$ cat src/sv/pla_pkg.sv
// pla_pkg: request/response payload types and code constants for the
// priority lock arbiter. No dependencies.
`default_nettype none

package pla_pkg;

    // Commands carried in a request
    localparam logic [1:0] CMD_LOCK    = 2'd0;
    localparam logic [1:0] CMD_RELEASE = 2'd1;
    localparam logic [1:0] CMD_TRY     = 2'd2;

    // Response status codes
    localparam logic [2:0] ST_ACQUIRED   = 3'd0;
    localparam logic [2:0] ST_QUEUED     = 3'd1;
    localparam logic [2:0] ST_BUSY       = 3'd2;
    localparam logic [2:0] ST_BAD_PRIO   = 3'd3;
    localparam logic [2:0] ST_REL_IDLE   = 3'd4;
    localparam logic [2:0] ST_REL_HANDED = 3'd5;
    localparam logic [2:0] ST_FULL       = 3'd6;

    localparam int unsigned CFG_W   = 5;
    localparam int unsigned PRIO_W  = 4;
    // wide enough for any level number, priority or level count
    localparam int unsigned CMP_W   = 7;
    localparam logic [CFG_W-1:0] LEVELS_RESET = 5'd16;

    typedef struct packed {
        logic [1:0]        command;
        logic [PRIO_W-1:0] priority_req;
    } t_req;

    typedef struct packed {
        logic [2:0]        status;
        logic              handed_valid;
        logic [PRIO_W-1:0] handed_priority;
    } t_rsp;

endpackage

`default_nettype wire

$ cat src/sv/pla_prio_enc.sv
// pla_prio_enc: highest-set-bit priority encoder over the waiting flags.
// Standalone; no package needed.
`default_nettype none

module pla_prio_enc #(
    parameter int unsigned N     = 16,
    parameter int unsigned IDX_W = 4
) (
    input  wire logic [N-1:0]     i_req,
    output logic                  o_found,
    output logic [IDX_W-1:0]      o_idx
);

    always_comb begin
        o_idx = '0;
        for (int i = 0; i < N; i++) begin
            if (i_req[i]) begin
                o_idx = IDX_W'(i);
            end
        end
    end

    assign o_found = |i_req;

endmodule

`default_nettype wire

$ cat src/sv/pla_level_bank.sv
// pla_level_bank: one waiter counter lane per priority level, with
// increment/decrement strobes and nonzero/full flags. No package needed.
`default_nettype none

module pla_level_bank #(
    parameter int unsigned N      = 16,
    parameter int unsigned CNT_W  = 8
) (
    input  wire logic          i_clk,
    input  wire logic          i_rst_n,
    input  wire logic [N-1:0]  i_inc,
    input  wire logic [N-1:0]  i_dec,
    output logic [N-1:0]       o_nonzero,
    output logic [N-1:0]       o_full
);

    for (genvar g = 0; g < N; g++) begin : g_lane
        logic [CNT_W-1:0] r_count;
        logic [CNT_W-1:0] n_count;

        always_comb begin
            n_count = r_count;
            if (i_inc[g]) begin
                n_count = r_count + CNT_W'(1);
            end else if (i_dec[g]) begin
                n_count = r_count - CNT_W'(1);
            end
        end

        always_ff @(posedge i_clk) begin
            if (!i_rst_n) begin
                r_count <= '0;
            end else begin
                r_count <= n_count;
            end
        end

        assign o_nonzero[g] = (r_count != '0);
        assign o_full[g]    = (r_count == '1);
    end

endmodule

`default_nettype wire

$ cat src/sv/priority_lock_arbiter_unit.sv
// priority_lock_arbiter_unit: top level of the priority lock arbiter.
// Uses pla_pkg, pla_level_bank and pla_prio_enc.
// An accepted request passes the input register, then the decision and
// response register, before the o_valid strobe. One request per cycle is
// accepted; busy is low whenever reset is released. The receiver cannot
// stall. Synchronous active-low reset frees the lock, clears all waiter
// counts and sets levels_in_use to 16; busy is high during reset.
`default_nettype none

module priority_lock_arbiter_unit
    import pla_pkg::*;
#(
    parameter int unsigned MAX_LEVELS = 16,
    parameter int unsigned COUNT_BITS = 8
) (
    input  wire logic             i_clk,
    input  wire logic             i_rst_n,
    input  wire logic             start,
    output logic                  busy,
    input  wire t_req             i_req,
    output logic                  o_valid,
    output t_rsp                  o_rsp,
    input  wire logic             i_cfg_we,
    input  wire logic [CFG_W-1:0] i_cfg_wdata
);

    localparam int unsigned LVL_W = (MAX_LEVELS > 1) ? $clog2(MAX_LEVELS) : 1;

    // ------------------------------------------------------------------
    // Configuration: levels_in_use
    // ------------------------------------------------------------------
    logic [CFG_W-1:0] r_levels;

    always_ff @(posedge i_clk) begin
        if (!i_rst_n) begin
            r_levels <= LEVELS_RESET;
        end else if (i_cfg_we) begin
            r_levels <= i_cfg_wdata;
        end
    end

    // ------------------------------------------------------------------
    // Input register: the request is captured, then decided next cycle
    // ------------------------------------------------------------------
    logic r_req_vld;
    t_req r_req;

    assign busy = ~i_rst_n;

    always_ff @(posedge i_clk) begin
        if (!i_rst_n) begin
            r_req_vld <= 1'b0;
        end else begin
            r_req_vld <= start & ~busy;
        end
        r_req <= i_req;
    end

    // ------------------------------------------------------------------
    // Level masks. The effective level count is min(levels_in_use,
    // MAX_LEVELS); levels at or above it are invisible, stranded waiters
    // included.
    // ------------------------------------------------------------------
    logic [CMP_W-1:0]      cfg_n;
    logic [CMP_W-1:0]      max_n;
    logic [CMP_W-1:0]      eff_n;
    logic [CMP_W-1:0]      prio_x;
    logic                  bad_prio;
    logic [MAX_LEVELS-1:0] in_use;
    logic [MAX_LEVELS-1:0] above;
    logic [MAX_LEVELS-1:0] sel;

    assign cfg_n    = CMP_W'(r_levels);
    assign max_n    = CMP_W'(MAX_LEVELS);
    assign eff_n    = (cfg_n < max_n) ? cfg_n : max_n;
    assign prio_x   = CMP_W'(r_req.priority_req);
    assign bad_prio = (prio_x >= eff_n);

    always_comb begin
        for (int i = 0; i < MAX_LEVELS; i++) begin
            in_use[i] = (CMP_W'(i) <  eff_n);
            above[i]  = (CMP_W'(i) >  prio_x);
            sel[i]    = (CMP_W'(i) == prio_x);
        end
    end

    // ------------------------------------------------------------------
    // Waiter counters and handover encoder
    // ------------------------------------------------------------------
    logic [MAX_LEVELS-1:0] inc;
    logic [MAX_LEVELS-1:0] dec;
    logic [MAX_LEVELS-1:0] nonzero;
    logic [MAX_LEVELS-1:0] full;
    logic [MAX_LEVELS-1:0] waiting;
    logic                  hand_found;
    logic [LVL_W-1:0]      hand_idx;
    logic [MAX_LEVELS-1:0] hand_oh;
    logic [CMP_W-1:0]      hand_x;
    logic                  higher_waiting;
    logic                  sel_full;

    pla_level_bank #(
        .N     (MAX_LEVELS),
        .CNT_W (COUNT_BITS)
    ) u_bank (
        .i_clk     (i_clk),
        .i_rst_n   (i_rst_n),
        .i_inc     (inc),
        .i_dec     (dec),
        .o_nonzero (nonzero),
        .o_full    (full)
    );

    assign waiting = nonzero & in_use;

    pla_prio_enc #(
        .N     (MAX_LEVELS),
        .IDX_W (LVL_W)
    ) u_enc (
        .i_req   (waiting),
        .o_found (hand_found),
        .o_idx   (hand_idx)
    );

    always_comb begin
        for (int i = 0; i < MAX_LEVELS; i++) begin
            hand_oh[i] = hand_found && (hand_idx == LVL_W'(i));
        end
    end

    assign hand_x         = CMP_W'(hand_idx);
    assign higher_waiting = |(waiting & above);
    assign sel_full       = |(full & sel);

    // ------------------------------------------------------------------
    // Decision
    // ------------------------------------------------------------------
    logic r_lock;
    logic n_lock;
    t_rsp n_rsp;

    always_comb begin
        n_lock = r_lock;
        inc    = '0;
        dec    = '0;
        n_rsp  = '{status: ST_BUSY, handed_valid: 1'b0, handed_priority: '0};
        if (r_req_vld) begin
            unique case (r_req.command) inside
                CMD_LOCK, CMD_TRY: begin
                    if (bad_prio) begin
                        n_rsp.status = ST_BAD_PRIO;
                    end else if (!r_lock && !higher_waiting) begin
                        n_lock       = 1'b1;
                        n_rsp.status = ST_ACQUIRED;
                    end else if (r_req.command == CMD_TRY) begin
                        n_rsp.status = ST_BUSY;
                    end else if (sel_full) begin
                        n_rsp.status = ST_FULL;
                    end else begin
                        inc          = sel;
                        n_rsp.status = ST_QUEUED;
                    end
                end
                CMD_RELEASE: begin
                    if (hand_found) begin
                        // straight handover to the highest waiting level
                        dec                   = hand_oh;
                        n_lock                = 1'b1;
                        n_rsp.status          = ST_REL_HANDED;
                        n_rsp.handed_valid    = 1'b1;
                        n_rsp.handed_priority = hand_x[PRIO_W-1:0];
                    end else begin
                        n_lock       = 1'b0;
                        n_rsp.status = ST_REL_IDLE;
                    end
                end
                default: begin
                    n_rsp.status = ST_BUSY;
                end
            endcase
        end
    end

    // ------------------------------------------------------------------
    // Lock flag and response register
    // ------------------------------------------------------------------
    logic r_rsp_vld;
    t_rsp r_rsp;

    always_ff @(posedge i_clk) begin
        if (!i_rst_n) begin
            r_lock    <= 1'b0;
            r_rsp_vld <= 1'b0;
        end else begin
            r_lock    <= n_lock;
            r_rsp_vld <= r_req_vld;
        end
        r_rsp <= n_rsp;
    end

    assign o_valid = r_rsp_vld;
    assign o_rsp   = r_rsp;

endmodule

`default_nettype wire

$ cat config.mk
export PLATFORM = sky130hd
export DESIGN_NAME = priority_lock_arbiter_unit
export DESIGN_NICKNAME = d
export VERILOG_FILES = /design/src/sv/pla_pkg.sv /design/src/sv/pla_prio_enc.sv /design/src/sv/pla_level_bank.sv /design/src/sv/priority_lock_arbiter_unit.sv
export SDC_FILE = /design/constraint.sdc
export NUM_CORES = 1
export LEC_CHECK = 0
export ABC_CLOCK_PERIOD_IN_PS = 7600
export BUFFER_PORTS_ARGS = -buffer_cell sky130_fd_sc_hd__buf_4
export CAP_MARGIN = 20
export CORE_MARGIN = 1
export CORE_UTILIZATION = 55
export DETAILED_ROUTE_END_ITERATION = 8
export GPL_ROUTABILITY_DRIVEN = 0
export PLACE_DENSITY = 0.79
export SLEW_MARGIN = 20
export SYNTH_ARGS = -nofsm -noshare
export SYNTH_HDL_FRONTEND = slang
export SYNTH_SLANG_ARGS = --single-unit
export TNS_END_PERCENT = 20
$ cat constraint.sdc
create_clock -name i_clk -period 7.6 [get_ports i_clk]
set_input_delay 1.14 -clock i_clk [delete_from_list [all_inputs] [get_ports i_clk]]
set_output_delay 1.14 -clock i_clk [all_outputs]
set_load 0.01 [all_outputs]
# Word level (Yosys, flattened, before mapping)
# Index checks and enable logic that the tools add are counted.
# word_totals
register_bits,150
input_bits,15
output_inout_bits,10
word_cells,276
# op_classes
n_addsub,32
order_cmp,34
eq_ne,50
mux,68
n_bitwise,5
reduce_logical,62
# op_table
operator,count
two-way mux 8 bit,32
two-way mux 16 bit,9
"adder 8 x 1 -> 8 bit, second input constant",16
"== test 8 bit, second input constant",16
nonzero test 8 bit,16
"subtractor 8 x 1 -> 8 bit, second input constant",16
bitwise AND 16 bit,3
OR reduction 16 bit,3
"less-than comparator 4 x 5 -> 1 bit, first input constant",8
nonzero test 2 bit,17
"== test 4 bit, first input constant",8
"== test 4 bit, second input constant",8
"> comparator 4 bit, first input constant",8
two-way mux 4 bit,8
two-way mux 3 bit,8
"less-than comparator 3 x 5 -> 1 bit, first input constant",4
logical AND 1 bit,17
"== test 3 x 4 -> 1 bit, first input constant",4
"== test 4 x 3 -> 1 bit, second input constant",4
"> comparator 3 x 4 -> 1 bit, first input constant",4
"less-than comparator 1 x 5 -> 1 bit, first input constant",2
"less-than comparator 2 x 5 -> 1 bit, first input constant",2
two-way mux 5 bit,2
"== test 2 x 4 -> 1 bit, first input constant",2
24 further kinds,34

# Depth between registers and ports, before layout
# logic_depth
word_depth,26
depth_mapped,21
depth_no_buf,18

# By module
# A second synthesis with hierarchy kept.
# hier_totals
cells_unflattened,1496
hier_area_um2,12100.4
# by_module_without_submodules
mod,instances,cells_each,area_per_inst_um2,seq_area_each_um2
pla_level_bank,1,1240,10188.5,2562.5
priority_lock_arbiter_unit,1,228,1741.7,440.4
pla_prio_enc,1,28,170.2,0.0

# Least setup slack after synthesis
# No wires, ideal clock.
# synth_path
kind,register to register
start,reg r_levels[4]
end,reg u_bank.g_lane[3].r_count[7]
setup_time_ps,72
arrival_ps,4292
required_ps,7528
path_slack_ps,3237
stages_incl_launch_ff,22
path_buffers,3
synth_period_minus_slack_ps,4363
cell_sequence,dfxtp_1 -> buf_4 -> inv_1 -> buf_4 -> nand2_1 -> ha_1 -> a21o_1 -> a21o_1 -> a21oi_1 -> o21ai_0 -> buf_1 -> nor4_4 -> inv_1 -> ha_1 -> a21oi_1 -> nor2b_1 -> o31a_1 -> nor2_1 -> o21bai_1 -> a21oi_1 -> mux2i_1 -> mux2i_1
# synth_between
elab_chain_len,25
word_cells_on_any_way,51
classes_between,order compare (18); eq/ne (1); mux (24); bitwise (2); reduce/logical (6)
# synth_lines
item,line,source
"start, declared",priority_lock_arbiter_unit.sv:32,logic [CFG_W-1:0] r_levels;
"start signal, assigned",priority_lock_arbiter_unit.sv:38,r_levels <= i_cfg_wdata;
less-than comparator 5 bit,priority_lock_arbiter_unit.sv:75,assign eff_n = (cfg_n < max_n) ? cfg_n : max_n;
two-way mux 5 bit *,priority_lock_arbiter_unit.sv:75,
less-than comparator 1 x 5 -> 1 bit,priority_lock_arbiter_unit.sv:81,in_use[i] = (CMP_W'(i) < eff_n);
bitwise AND 16 bit,priority_lock_arbiter_unit.sv:114,assign waiting = nonzero & in_use;
two-way mux 1 bit,pla_prio_enc.sv:17,if (i_req[i]) begin
two-way mux 2 bit (2 in a row),pla_prio_enc.sv:17,
two-way mux 3 bit (4 in a row),pla_prio_enc.sv:17,
two-way mux 4 bit (8 in a row),pla_prio_enc.sv:17,
== test 4 x 2 -> 1 bit,priority_lock_arbiter_unit.sv:127,hand_oh[i] = hand_found && (hand_idx == LVL_W'(i));
logical AND 1 bit,priority_lock_arbiter_unit.sv:127,
two-way mux 16 bit,priority_lock_arbiter_unit.sv:165,if (hand_found) begin
two-way mux 16 bit,priority_lock_arbiter_unit.sv:148,unique case (r_req.command) inside
two-way mux 16 bit,priority_lock_arbiter_unit.sv:147,if (r_req_vld) begin
nonzero test 2 bit (no line),-,
"end signal, assigned",pla_level_bank.sv:34,r_count <= n_count;
"end, declared",pla_level_bank.sv:18,logic [CNT_W-1:0] r_count;
# Mark *: on every way between the ends. The rest lies on a longest branch, timed or not.
# A chain may end at the register's enable or synchronous reset.

# Final worst setup path
# layout_path
start,reg r_levels[4]
end,reg u_bank.g_lane[10].r_count[7]
# layout_between
elab_chain_len,25
word_cells_on_any_way,51
classes_between,order compare (18); eq/ne (1); mux (24); bitwise (2); reduce/logical (6)
# layout_lines
item,line
less-than comparator 5 bit,priority_lock_arbiter_unit.sv:75
two-way mux 5 bit *,priority_lock_arbiter_unit.sv:75
less-than comparator 1 x 5 -> 1 bit,priority_lock_arbiter_unit.sv:81
bitwise AND 16 bit,priority_lock_arbiter_unit.sv:114
two-way mux 1 bit,pla_prio_enc.sv:17
two-way mux 2 bit (2 in a row),pla_prio_enc.sv:17
two-way mux 3 bit (4 in a row),pla_prio_enc.sv:17
two-way mux 4 bit (8 in a row),pla_prio_enc.sv:17
== test 4 bit,priority_lock_arbiter_unit.sv:127
logical AND 1 bit,priority_lock_arbiter_unit.sv:127
two-way mux 16 bit,priority_lock_arbiter_unit.sv:165
two-way mux 16 bit,priority_lock_arbiter_unit.sv:148
two-way mux 16 bit,priority_lock_arbiter_unit.sv:147
nonzero test 2 bit (no line),-
"end signal, assigned",pla_level_bank.sv:34
"end, declared",pla_level_bank.sv:18
# Marked as above.

==> results.toml <==
[grt]
grt_overflow_total = 0
grt_max_degree = 66
grt_pass1_vias = 9553
grt_usage_pct = 27.7
grt_antenna_before_repair = 0
grt_pass1_wl_um = 47800

[cts]
cts.path.max_buffers = 2
clock_latency_ns = 0.44
cts_hold_buf = 0
clk_pin_slew_ns = 0.06
cts_buffers = 17
htree_num_levels = 4
cts.sinks = 150
cts_tree = "done"
cts_resized = 0
cts_setup_buffers = 0
root_buffer = "clkbuf_16"

[final_layout]
fillers = 1720
areaGrowthSynthToFinish_pct = 7.15
fin_nets = 1454
instances_no_fill = 1606
layout-drive-gt1-share_pct = 8.16
diodes = 0

[die]
fp.coreArea_sq_um = 20200
start_util_pct = 56.0
die-height_um = 146
dieArea_sq_um = 21200
die_w_um = 146
fp-row-count = 52
ios = 25

[synthesis]
synth_adder_area_share_pct = 14.0
synthArstFlopShare_pct = 0
synth-edff-count = 0
muxShareOfSynthArea_pct = 6.62
yosys.area_share.xor_xnor_pct = 6.34
synth_top_cell_by_area = "dfxtp_1"
ys.flop_type = "dfxtp_1"
ys_ff_latch = 150
syn_avg_cell_area_sq_um = 8.49
synth_top_area_share_pct = 26.5
netlist_top_cells_count = "dfxtp_1, a21oi_1, nand2_1"
synth_compound_area_share_pct = 19.4
synth.distinct_cells = 73
ys_top_cells_by_area = "dfxtp_1, ha_1, mux2i_1"
seq_area_frac_synth_pct = 26.5
syn_nets = 1465
synth_top_family_by_area = "simple AND/OR/NAND/NOR gates"
yosysWarnings = 0
synthesis.area_sq_um = 11300
synthSimpleGateAreaFrac_pct = 22.5
syn_inst = 1334
synthMostInstantiatedCell = "dfxtp_1"

[timing]
slew_headroom_pct = 22.8
fin_skew_ns = 0.0114
fin_setup_tns_ns = 0
fmax_ghz = 0.177
finalHoldViolCount = 0
finalSetupViolCount = 0
drv_slew = 0
worstMarginPinSlew_ns = 1.15
period_share_pct = 74.2
period_needed_ns = 5.64
rsz0062_at_grt = "no"

[detailed_routing]
wl_per_cell_um = 18.0
ant_nets = 0
postRouteWirelength_um = 28900
drtIter0Drc = 1095
drcViolationCount = 0
firstDrtPassIters = 6
vias = 10300
vias_per_cell = 6.39

[power]
comb_power_share_pct = 7.9
power_frac_seq_pct = 42.8
switching_share_pct = 25.0
p_switching_uw = 473
peakVddDrop_mv = 0.183
p_int_mw = 1.42
power_density_nw_per_um2 = 156
p_clk_share_pct = 49.3
p_leak_nw = 5.29

[critical_path]
worstPathCellList = "inv_1 > nand2_1 > ha_1 > a21o_1 > a21o_1 > a21o_1 > a211oi_1 > and4_4 > nand2_1 > ha_1 > a21o_1 > a21oi_1 > o21bai_1 > a21oi_1 > o21ai_0 > or4_1 > and3_1 > nor3_1"
crit_fanout = 15
crit_slowest_cell = "a211oi_1"
end_kind = "flip-flop"
crit_type = "flip-flop to flip-flop"
critPathLaunchType = "flip-flop"
ff2ff_setup_slack_ns = 1.96
cpPeakStageDelay_ns = 0.81
cpMostUsedCell = "a21o_1"
required_ns = 7.95
worstPathArrival_ns = 5.99

[placement]
portBuffers = 24
hpwl_um = 21000
dpl.cell_count = 1574

[run_status]
outcome = "completed"

[hold_path]
hold_path.class = "flip-flop to flip-flop"

[flow_run]
maxCapViolations = 0
[cell families (layout without fill, tap and decap cells)]
group           Yosys count  count (layout)
mux                      75              75
buf+inv                  94              96
xor+xnor                 82              82
fa+ha+maj               117             117
compound gates          339             339
simple gates            477             477
flops                   150             150
[critical path, delay by kind of cell, from the launching register on]
| family | cells | cell delay, ns |
|---|---|---|
| compound gates | 9 | 2.32 |
| simple gates | 6 | 1.58 |
| flops | 1 | 0.69 |
| fa+ha+maj | 2 | 0.63 |
| buf+inv | 1 | 0.35 |
[metal layers]
layer,vias up,GRT usage (%),share of wire (%)
met4,0,12.8,4.1
met3,111,5.64,7.6
met5,-,0,0
met2,423,44.0,45
li1,4912,-,-
met1,4813,36.1,43
[flip-flops by register name, summed over array words and instances, names as in the netlist]
register,count
r_req_vld,1
o_valid,1
r_req,2
r_lock,1
prio_x,4
u_bank.g_lane.r_count,128
r_levels,5
o_rsp,8
[power by group through the flow]
stage	registers (mW)	logic (mW)	clock network, mW
6_report	0.810	0.149	0.932
4_1_cts	0.809	0.144	0.937
3_3_place_gp	0.826	0.141	0
3_5_place_dp	0.826	0.143	0
2_1_floorplan	0.816	0.121	0
5_1_grt	0.811	0.158	0.965
[area by class of cell]
| class | count | area, sq um | share of cell area, % |
|---|---|---|---|
| well taps | 270 | 338 | 2.78 |
| clock inverters | 11 | 171 | 1.41 |
| multi-input cells | 1090 | 7800 | 64.2 |
| flip-flops and latches | 150 | 3000 | 24.7 |
| repair buffers | 30 | 225 | 1.85 |
| clock buffers | 21 | 470 | 3.87 |
| inverters | 34 | 135 | 1.11 |
[path summary, 6_finish.rpt]
path / depth (start not counted) / to / startpoint
worst max-delay path: 18 / u_bank.g_lane[10].r_count[7] / r_levels[4]
worst min-delay path: 2 / r_lock / r_lock
worst max register to register: 18 / u_bank.g_lane[10].r_count[7] / r_levels[4]
worst min register to register: 2 / r_lock / r_lock
[per-stage QoR]
stage	cell area (sq um)	util (%)	total power, mW	worst slack, ns	hold WS [ns]
2_1_floorplan	11300	-	0.937	3.24	0.446
3_3_place_gp	11500	56.8	0.967	2.34	0.470
3_5_place_dp	11500	56.8	0.970	2.23	0.478
4_1_cts	12100	60.0	1.89	2.18	0.486
5_1_grt	12100	60.0	1.93	1.76	0.520
6_report	12100	60.0	1.89	1.96	0.491
[cells in the final DEF (no fill, tap or decap), types with 4 or more instances in the layout]
| cell type | n |
|---|---|
| nand4_1 | 36 |
| nor4_2 | 6 |
| o311a_1 | 5 |
| or4_1 | 7 |
| a22o_1 | 4 |
| nor4_1 | 47 |
| nand3_1 | 59 |
| and2_1 | 4 |
| a21boi_1 | 4 |
| fa_1 | 16 |
| or2_2 | 6 |
| a211oi_1 | 11 |
| nor3_2 | 4 |
| o21ai_0 | 64 |
| clkbuf_16 | 17 |
| nor3_1 | 60 |
| ha_1 | 100 |
| o21bai_1 | 15 |
| dfxtp_1 | 150 |
| nor4_4 | 5 |
| a41oi_1 | 4 |
| o211ai_1 | 6 |
| o21a_1 | 6 |
| or3_1 | 6 |
| inv_1 | 28 |
| nor2b_1 | 5 |
| nand2_1 | 120 |
| inv_2 | 4 |
| a21oi_1 | 122 |
| a21o_1 | 63 |
| a22oi_1 | 6 |
| bufinv_16 | 4 |
| xnor2_1 | 55 |
| buf_4 | 30 |
| mux2i_1 | 75 |
| xor2_1 | 27 |
| nor2_1 | 68 |
| nand2b_1 | 23 |
Note: power is estimated with default switching activity, not from simulation.
